===== src/rtl/core/cetvs_pkg.sv =====
// ----------------------------------------------------------------------------
// Cache entry table package
// Shared request/result types and command codes for the slot table.
// ----------------------------------------------------------------------------
package cetvs_pkg;

  // Command codes of a request.
  typedef enum logic [2:0] {
    CMD_ALLOC   = 3'd0,
    CMD_LOOKUP  = 3'd1,
    CMD_PIN_ONE = 3'd2,
    CMD_PIN_GRP = 3'd3,
    CMD_VICTIM  = 3'd4,
    CMD_RELEASE = 3'd5,
    CMD_NOP6    = 3'd6,
    CMD_NOP7    = 3'd7
  } cmd_e;

  localparam int unsigned CfgWidth  = 10;
  localparam int unsigned SlotWidth = 9;

  typedef struct packed {
    logic [2:0]  cmd;
    logic [31:0] group_id;
    logic [31:0] item_index;
    logic        persistent_flag;
    logic        pin_flag;
    logic [31:0] group_order;
    logic        ignore_order;
    logic [8:0]  release_slot;
  } req_t;

  typedef struct packed {
    logic       found;
    logic [8:0] slot;
  } rsp_t;

  // Per-slot flags.
  typedef struct packed {
    logic used;
    logic persistent;
    logic pinned;
  } flags_t;

endpackage


===== src/rtl/core/cetvs_cell.sv =====
// ----------------------------------------------------------------------------
// Cache entry table cell
// Holds the flags of one slot; the flags rotate through the chain of cells.
// ----------------------------------------------------------------------------
module cetvs_cell (
  input  logic               clk_i,
  input  logic               rst_ni,
  input  logic               shift_i,
  input  logic               load_i,
  input  cetvs_pkg::flags_t  load_flags_i,
  input  cetvs_pkg::flags_t  prev_i,
  output cetvs_pkg::flags_t  flags_o
);

  cetvs_pkg::flags_t flags_q, flags_d;

  // Take the neighbor's flags while shifting, or a new value on load.
  always_comb begin
    flags_d = flags_q;
    if (shift_i) begin
      flags_d = prev_i;
    end
    if (load_i) begin
      flags_d = load_flags_i;
    end
  end

  always_ff @(posedge clk_i or negedge rst_ni) begin
    if (!rst_ni) begin
      flags_q <= '0;
    end else begin
      flags_q <= flags_d;
    end
  end

  assign flags_o = flags_q;

endmodule


===== config.mk =====
export PLATFORM = sky130hd
export DESIGN_NAME = cetvs_cell
export DESIGN_NICKNAME = d
export VERILOG_FILES = /design/src/rtl/core/cetvs_pkg.sv /design/src/rtl/core/cetvs_cell.sv
export SDC_FILE = /design/constraint.sdc
export NUM_CORES = 1
export LEC_CHECK = 0
export CELL_PAD_IN_SITES_DETAIL_PLACEMENT = 2
export CELL_PAD_IN_SITES_GLOBAL_PLACEMENT = 2
export CORE_AREA = 4 4 41 43
export CTS_CLUSTER_DIAMETER = 40
export CTS_CLUSTER_SIZE = 10
export DETAILED_ROUTE_END_ITERATION = 12
export DIE_AREA = 0 0 45 47
export DONT_BUFFER_PORTS = 1
export PLACE_DENSITY_LB_ADDON = 0.1
export REMOVE_ABC_BUFFERS = 1
export SYNTH_ARGS = -nofsm -noshare
export SYNTH_HDL_FRONTEND = slang
export SYNTH_SLANG_ARGS = --single-unit

===== constraint.sdc =====
create_clock -name clk_i -period 0.9 [get_ports clk_i]
set_input_delay 0 -clock clk_i [delete_from_list [all_inputs] [get_ports clk_i]]
set_output_delay 0 -clock clk_i [all_outputs]
set_load 0.03 [all_outputs]

==> Yosys cells after proc, flatten, opt, wreduce, memory -nomap -nowiden <==
Index checks and enable logic that the tools add are counted.
Widths: inputs -> output; s select.
{ "classes": {"add_sub_neg": 0, "mul": 0, "div": 0, "magnitude_cmp": 0, "eq_ne": 0, "shift": 0, "muxes": 2, "n_bitwise": 0, "reduce_logical": 1} }
{ "ops": {"columns": ["operator", "n"], "rows": [
  ["$mux 3", 2],
  ["$reduce_bool 2->1", 1]
]} }
{ "word_totals": {"regBits": 3, "latchBits": 0, "mem_bits_rw": 0, "rom_bits": 0, "output_inout_bits": 3, "word_cells": 6, "mem_count": 0} }

==> Depth between registers and ports, before layout <==
Gate-level depths: netlist (run 1).
{ "depth": {"word_depth": 2, "mapped_depth": 2} }

==> Worst setup path after synthesis (run 1) <==
No wires, ideal clock.
{ "synth_path": {"path_type": "reg-to-reg", "startpoint": "register, netlist name flags_o[0]", "endpoint": "register flags_q, in the netlist flags_o[0]", "setup_time_ns": 0.121, "arrival_time_ns": 0.687, "required_time_ns": 0.779, "slack_ns": 0.093, "stages_incl_launch_ff": 3, "n_path_buf": 0, "period_less_slack_ns": 0.807, "path_cell_list": "dfrtp_1 > mux2i_1 > o21ai_1"} }
{ "synth_rtl": {"columns": ["element", "line", "rtl"], "rows": [
  ["end signal: assignment", "cetvs_cell.sv:32", "flags_q <= flags_d;"],
  ["end: declaration", "cetvs_cell.sv:15", "cetvs_pkg::flags_t flags_q, flags_d;"]
]} }

==> Worst setup path in the final report (run 1) <==
{ "layout_path": {"startpoint": "register flags_q, in the netlist flags_o[1]", "endpoint": "output port flags_o[1] (netlist name)"} }
{ "layout_rtl": {"columns": ["element", "line", "rtl"], "rows": [
  ["end: declaration", "cetvs_cell.sv:12", "output cetvs_pkg::flags_t flags_o"]
]} }
No word-level cell between the ends.

==> impl_metrics.py, run 1 <==
metrics = {
    "place": {
        "gp_congestion": 0.579,
        "dp_slack_ps": 161,
        "placedCellCount": 30,
        "port_buffers": 0,
        "place_area_um2": 173,
    },
    "grt": {
        "grt_pass1_vias": 174,
        "grt_pass1_wl_um": 731,
        "antenna_found_initial": 0,
        "grt-ovfl-total": 0,
        "grt_max_degree": 7,
        "grt_usage": 0.0553,
    },
    "timing": {
        "period_share": 0.858,
        "worst-slew-pin-transition_ps": 184,
        "rsz0062_at_grt": "false",
        "fin_setup_tns_ps": 0,
        "finalSetupViolations": 0,
        "layout_setup_ws_ps": 128,
        "hold_violations": 0,
        "clock_skew_ps": 0,
        "relSlewSlack": 0.874,
        "slew_violations": 0,
        "whs_ps": 21.5,
        "max_freq_ghz": 1.30,
        "period_needed_ps": 772,
    },
    "routing": {
        "drc": 0,
        "num_vias": 139,
        "ant_nets": 0,
        "dr.pass1.iters": 1,
        "routed_wirelength_um": 462,
        "drt-vias-per-instance": 3.23,
        "wire_per_inst_um": 10.7,
        "drtIter0Drc": 0,
    },
    "final_layout": {
        "fin_util": 0.224,
        "fin_nets": 39,
        "fillerInstances": 160,
        "n_antenna_cell": 0,
        "fin_cells": 43,
        "regArea_um2": 75.1,
        "stdcell_area_um2": 292,
        "largest_reg_flops": 3,
        "drive_gt1_frac": 0.214,
        "area_growth_pct": 122,
        "multi_input_area_um2": 56.3,
    },
    "yosys": {
        "netlist_area_um2": 131,
        "synth_top_family_by_area": "multiplexers",
        "synth_mux_area_frac": 0.229,
        "ys_ff_latch": 3,
        "synthSimpleGateAreaFrac": 0.0857,
        "synth_compound_area_frac": 0.114,
        "synthDistinctLibCells": 4,
        "synth_xor_xnor_area_share": 0,
        "syn-instance-count": 12,
        "synthAdderAreaFrac": 0,
        "synth_warnings": 0,
        "syn_area_per_cell_um2": 10.9,
        "synth-seq-area-share": 0.571,
    },
    "min_path": {
        "hold_class": "in -> async",
    },
    "worst_setup_path": {
        "crit_path_end_kind": "output pin",
        "path_delay_family": "flip-flops",
        "path_max_fanout": 2,
        "worst-path-buf-inv": 1,
        "max_stage_delay_ps": 370,
        "crit_arrival_ps": 770,
        "r2r-start": "flags_o[1]",
        "path_class": "reg -> out",
        "path_cells": "buf_4",
        "cp-start-kind": "flip-flop",
        "cp.required_ps": 900,
        "worstSetupStartpoint": "flags_o[1]",
        "cp_slowest_cell": "dfrtp_1",
    },
    "status": {
        "status": "complete, no violations",
    },
    "power_and_ir_drop": {
        "p_per_area_nw_per_um2": 1710,
        "ir_drop_uv": 419,
        "total_power_mw": 0.498,
        "leakagePower_nw": 0.141,
    },
    "cts": {
        "clkLatencyLatePin_ps": 230,
        "cts-root-buf": "clkbuf_4",
        "clock_tree.buffer_depth": 2,
        "cts_tree": "yes",
        "cts.sinks": 3,
        "clk_pin_slew_ps": 40,
        "post_cts_buffers": 0,
        "cts_buffers": 3,
        "cts_max_level": 1,
    },
    "die": {
        "die-area_um2": 2120,
        "die_y_um": 47,
        "core_um2": 1300,
        "start_util": 0.101,
        "ios": 13,
        "die_w_um": 45,
        "rows": 13,
    },
    "flow_run": {
        "cap_violations": 0,
    },
}
==> worst register-to-register path, delay by kind of cell, from the launching register on <==
kind | cells | cell delay, ps
flip-flops | 1 | 370
multiplexers | 1 | 180
AO/OA/AOI/OAI | 1 | 80
==> where the power goes <==
part / switching, mW / internal [mW] / leakage, nW
logic: 0.0538 / 0.0544 / 0.0894
registers: 0.00597 / 0.148 / 0.0362
clock network: 0.0698 / 0.166 / 0.0150
==> layout make-up <==
class / instances / share of cell area
clock buffer: 4 / 0.0901
multi-input combinational: 9 / 0.193
timing repair buffer: 12 / 0.395
sequential: 3 / 0.258
tap: 15 / 0.0644
==> placed cells by master (no fill, tap or decap), drive strengths merged <==
cell type	instances
dfrtp	3
mux2i	3
dlygate4sd3	8
o21ai	3
buf	3
dlymetal6s4s	1
clkbuf	4
nand2	3
==> layer usage <==
metal / up-vias / wire length [µm] / GRT usage
li1: 73 / - / -
met3: 0 / 25 / 0.0115
met4: 0 / 0 / 0.0877
met1: 60 / 169 / 0.0524
met5: - / 0 / 0
met2: 6 / 267 / 0.0819
==> path summary, 6_finish.rpt <==
path                       cells after the start  slack, ps          to
max                                            1        130  flags_o[1]
min                                            1         20  flags_o[2]
max reg2reg                                    2        150  flags_o[1]
min reg2reg                                    2        550  flags_o[0]
max in group asynchronous                      1        730  flags_o[0]
min in group clk_i                             3        290  flags_o[0]
==> synthesized netlist by cell type, drive strengths merged <==
library cell	n	area [µm²]
dfrtp	3	75.1
mux2i	3	30.0
nand2	3	11.3
o21ai	3	15.0
==> kinds of logic (layout without fill, tap and decap cells) <==
kind of cell,Yosys count,after routing
buffers and inverters,0,16
and+or+nand+nor,3,3
muxes,3,3
DFF,3,3
AOI/OAI and AO/OA,3,3
==> timing repair <==
item                       in CTS  in global routing
hold endpoints to repair        6                  0
hold buffers                    9                  0
resized for setup               0                  1
setup endpoints to repair       0                  1
(Power assumes the default switching activity.)
==> inputs of run 2 (changes only) <==
--- a/config.mk
+++ b/config.mk
@@ -15,6 +15,7 @@
 export DONT_BUFFER_PORTS = 1
 export PLACE_DENSITY_LB_ADDON = 0.1
 export REMOVE_ABC_BUFFERS = 1
+export SLEW_MARGIN = 20
 export SYNTH_ARGS = -nofsm -noshare
 export SYNTH_HDL_FRONTEND = slang
 export SYNTH_SLANG_ARGS = --single-unit
==> constraint.sdc (replaced) <==
create_clock -name clk_i -period 0.8 [get_ports clk_i]
set_input_delay 0 -clock clk_i [delete_from_list [all_inputs] [get_ports clk_i]]
set_output_delay 0 -clock clk_i [all_outputs]
set_load 0.03 [all_outputs]
==> run 2 against run 1 <==
The flow now finishes with violations (hold timing). Clock power rose by 12%. Worst setup slack got worse by 100 ps. Final cell count fell by 2.3%.
==> impl_metrics.py, run 2 (synthesis results as in run 1) <==
metrics = {
    "status": {
        "status": "finished, violations left",
        "violations": "hold timing",
    },
    "grt": {
        "busiest_layer": "met4",
        "met2_usage": 0.0706,
        "grt_max_degree": 7,
        "grt_pass1_wl_um": 752,
        "antenna_found_initial": 0,
        "gr-usage-met3": 0.0460,
        "grt-ovfl-total": 0,
        "grt_pass1_vias": 169,
        "met1_usage": 0.0618,
        "grt_usage": 0.0625,
    },
    "final_layout": {
        "fillerInstances": 162,
        "layout_commonest_cell": "dlygate4sd3_1",
        "n_antenna_cell": 0,
        "drive_gt1_frac": 0.222,
        "area_growth_pct": 118,
        "stdcell_area_um2": 287,
        "fin_util": 0.220,
        "largest_reg_flops": 3,
        "fin_cells": 42,
        "fin_nets": 38,
    },
    "timing": {
        "slew_violations": 0,
        "layout_setup_ws_ps": 26.9,
        "period_share": 0.966,
        "finalSetupViolations": 0,
        "relSlewSlack": 0.860,
        "hold_violations": 3,
        "clock_skew_ps": 0,
        "rsz0062_at_grt": "true",
        "max_freq_ghz": 1.29,
        "period_needed_ps": 773,
        "worst-slew-pin-transition_ps": 209,
        "fin_setup_tns_ps": 0,
        "whs_ps": -17.4,
    },
    "routing": {
        "drc": 0,
        "drtIter0Drc": 2,
        "dr.pass1.iters": 2,
        "ant_nets": 0,
        "drt-vias-per-instance": 3.50,
        "num_vias": 147,
        "wire_per_inst_um": 11.0,
        "routed_wirelength_um": 464,
    },
    "die": {
        "ios": 13,
        "core_um2": 1300,
        "start_util": 0.101,
        "rows": 13,
        "die_y_um": 47,
        "die-area_um2": 2120,
        "die_w_um": 45,
    },
    "power_and_ir_drop": {
        "ir_drop_uv": 590,
        "leakagePower_nw": 0.130,
        "clockPowerShare": 0.473,
        "seq_power_share": 0.314,
        "p_int_mw": 0.417,
        "p_sw_frac": 0.257,
        "combPwrFrac": 0.213,
        "total_power_mw": 0.561,
        "p_per_area_nw_per_um2": 1960,
        "p_sw_mw": 0.144,
    },
    "flow_run": {
        "cap_violations": 0,
    },
    "cts": {
        "cts_tree": "yes",
        "clock_tree.buffer_depth": 2,
        "clkLatencyLatePin_ps": 230,
        "cts-root-buf": "clkbuf_4",
        "cts_buffers": 3,
        "cts.sinks": 3,
        "cts_max_level": 1,
        "clk_pin_slew_ps": 40,
        "hold_buffers": 8,
    },
    "worst_setup_path": {
        "path_class": "reg -> out",
        "cp-start-kind": "flip-flop",
        "max_stage_delay_ps": 370,
        "path_delay_family": "flip-flops",
        "cp_slowest_cell": "dfrtp_1",
        "crit_path_end_kind": "output pin",
        "path_max_fanout": 2,
        "path_cells": "buf_4",
        "worst-path-buf-inv": 1,
        "cp.required_ps": 800,
        "crit_arrival_ps": 770,
    },
    "place": {
        "placedCellCount": 30,
        "gp_congestion": 0.565,
        "place_area_um2": 173,
        "port_buffers": 0,
        "dp_slack_ps": 81.7,
    },
    "min_path": {
        "hold_class": "in -> reg",
    },
}
-- run 2: cell types whose count changed in the layout (fill, tap and decap cells not counted), sizes merged --
cell          before  now
dlymetal6s4s       1    0
-- run 2: path summary, 6_finish.rpt --
| path | from | end | slack (ps) | depth (start not counted) |
|---|---|---|---|---|
| max | flags_o[2] | flags_o[2] | 30 | 1 |
| min | shift_i | flags_o[1] | -20 | 2 |
| max reg2reg | flags_o[2] | flags_o[2] | 70 | 2 |
| min reg2reg | flags_o[2] | flags_o[2] | 580 | 2 |
| max in group asynchronous | rst_ni | flags_o[1] | 630 | 1 |
| min in group asynchronous | rst_ni | flags_o[0] | 20 | 1 |
-- run 2: timing repair --
action | 4_1_cts | 5_1_grt
buffers inserted | 0 | 0
setup endpoints to repair | 0 | 4
hold endpoints to repair | 6 | 1
resized for setup | 0 | 2
-- run 2: cell type report --
cell class                      instances  area, µm²  share of cell area
Timing Repair Buffer                   11        110               0.384
Sequential cell                         3       75.1               0.262
Multi-Input combinational cell          9       56.3               0.197
Clock buffer                            4       26.3              0.0917
Tap cell                               15       18.8              0.0655
-- run 2: power by group through the flow --
stage	logic, mW	registers, mW	clock network (mW)
floorplan	0.0205	0.204	0
global placement	0.0771	0.176	0
detailed placement	0.0780	0.176	0
CTS	0.116	0.174	0.281
global route	0.130	0.178	0.308
finish	0.120	0.176	0.265
-- run 2: metal layers --
metal | share of wire | vias up
li1 | - | 73
met1 | 0.41 | 66
met2 | 0.50 | 8
met3 | 0.086 | 0
met4 | 0 | 0
met5 | 0 | -
==> inputs of run 3 (changes only) <==
--- a/config.mk
+++ b/config.mk
@@ -8,6 +8,7 @@
 export CELL_PAD_IN_SITES_DETAIL_PLACEMENT = 2
 export CELL_PAD_IN_SITES_GLOBAL_PLACEMENT = 2
 export CORE_AREA = 4 4 41 43
+export CTS_BUF_LIST = sky130_fd_sc_hd__clkbuf_8 sky130_fd_sc_hd__clkbuf_16
 export CTS_CLUSTER_DIAMETER = 40
 export CTS_CLUSTER_SIZE = 10
 export DETAILED_ROUTE_END_ITERATION = 12
==> run 3 against run 2 <==
The run still ends with hold timing left. Die area stayed put. Global-route usage fell by 0.16 points. Routed wire length fell by 0.22%. First-iteration DRC count down 100%. Worst setup slack improved by 23 ps. Hold slack improved by 15 ps. Sequential cell count unchanged. Clock skew unchanged. Maximum frequency increased by 3.1%. Core utilization down 0.67 points.
==> impl_metrics.py, run 3 (synthesis results as in run 1) <==
metrics = {
    "status": {
        "status": "finished, violations left",
        "violations": "hold timing",
    },
    "timing": {
        "relSlewSlack": 0.860,
        "clock_skew_ps": 0,
        "whs_ps": -2.05,
        "period_needed_ps": 750,
        "fin_setup_tns_ps": 0,
        "hold_violations": 1,
        "worst-slew-pin-transition_ps": 210,
        "period_share": 0.938,
        "slew_violations": 0,
        "max_freq_ghz": 1.33,
        "finalSetupViolations": 0,
        "rsz0062_at_grt": "true",
    },
    "power_and_ir_drop": {
        "leakagePower_nw": 0.131,
        "ir_drop_uv": 756,
        "p_per_area_nw_per_um2": 2520,
    },
    "grt": {
        "grt-ovfl-total": 0,
        "grt_max_degree": 7,
        "grt_pass1_vias": 166,
        "grt_pass1_wl_um": 710,
        "antenna_found_initial": 0,
        "grt_usage": 0.0610,
    },
    "worst_setup_path": {
        "crit_path_end_kind": "output pin",
        "path_class": "reg -> out",
        "cp_slowest_cell": "dfrtp_1",
        "cp-start-kind": "flip-flop",
        "max_stage_delay_ps": 370,
        "cp.required_ps": 800,
        "path_max_fanout": 2,
        "worst-path-buf-inv": 1,
        "path_delay_family": "flip-flops",
        "path_cells": "buf_4",
        "crit_arrival_ps": 750,
    },
    "die": {
        "rows": 13,
        "die_w_um": 45,
        "die_y_um": 47,
        "start_util": 0.101,
        "die-area_um2": 2120,
        "ios": 13,
        "core_um2": 1300,
    },
    "flow_run": {
        "cap_violations": 0,
    },
    "final_layout": {
        "n_antenna_cell": 0,
        "largest_reg_flops": 3,
        "area_growth_pct": 111,
        "fin_nets": 36,
        "drive_gt1_frac": 0.240,
        "fin_cells": 40,
        "layout_commonest_cell": "dlygate4sd3_1",
    },
    "place": {
        "gp_congestion": 0.565,
        "port_buffers": 0,
        "placedCellCount": 30,
    },
    "cts": {
        "clkLatencyLatePin_ps": 210,
        "cts-root-buf": "clkbuf_8",
        "cts_tree": "yes",
        "cts_resized": 0,
        "clock_tree.buffer_depth": 2,
        "cts_max_level": 1,
        "cts.sinks": 3,
        "cts_buffers": 3,
        "clk_pin_slew_ps": 30,
    },
    "routing": {
        "dr.pass1.iters": 1,
        "wire_per_inst_um": 11.6,
        "routed_wirelength_um": 463,
        "drtIter0Drc": 0,
        "drc": 0,
        "ant_nets": 0,
        "drt-vias-per-instance": 3.55,
        "num_vias": 142,
    },
    "min_path": {
        "hold_class": "in -> reg",
    },
}
[run 3: changes by cell type in the layout (fill, tap and decap cells not counted)]
cell	change
buf_4	+2
buf_6	-2
clkbuf_1	-1
clkbuf_4	-3
clkbuf_8	+3
dlygate4sd3_1	-2
inv_1	+1
[run 3: worst paths after layout]
kind	start	end	slack, ps	cells past startpoint
min reg2reg	flags_o[1]	flags_o[1]	560	2
max in group asynchronous	rst_ni	flags_o[2]	600	1
min in group asynchronous	rst_ni	flags_o[1]	40	1
min	prev_i[0]	flags_o[0]	-2	2
max reg2reg	flags_o[2]	flags_o[2]	70	2
max	flags_o[2]	flags_o[2]	50	1
[run 3: metal layers]
layer | vias up | share of wire | track usage
met5 | - | 0 | 0
met4 | 0 | 0.076 | 0.105
met3 | 4 | 0.11 | 0.0345
met2 | 10 | 0.45 | 0.0706
met1 | 60 | 0.36 | 0.0572
li1 | 68 | - | -
[run 3: repair_timing]
action                                 in CTS  in global routing
setup endpoints to repair                   0                  1
buffers inserted                            0                  0
hold buffers                                6                  0
endpoints found under the hold margin       6                  0
[run 3: stage by stage]
stage                util  worst slack, ps  instance area (µm²)  hold slack [ps]  power (mW)
floorplan               -            -7.39                  131             -296       0.225
global placement    0.133             86.8                  173             -295       0.253
detailed placement  0.133             81.7                  173             -295       0.254
CTS                 0.213             37.3                  278            0.484       0.720
global route        0.213            -22.0                  278             6.12       0.750
finish              0.213             49.9                  278            -2.05       0.700
[run 3: where the power goes]
part / switching [mW] / internal (mW)
combinational: 0.0548 / 0.0509
clock: 0.0945 / 0.326
sequential: 0.00724 / 0.167
total: 0.156 / 0.544
[run 3: final cells by class]
type / count / area, µm²
Fill cell: 161 / 1020
Timing Repair Buffer: 9 / 82.6
Sequential cell: 3 / 75.1
Multi-Input combinational cell: 9 / 56.3
Clock buffer: 3 / 41.3
Tap cell: 15 / 18.8
Clock inverter: 1 / 3.75
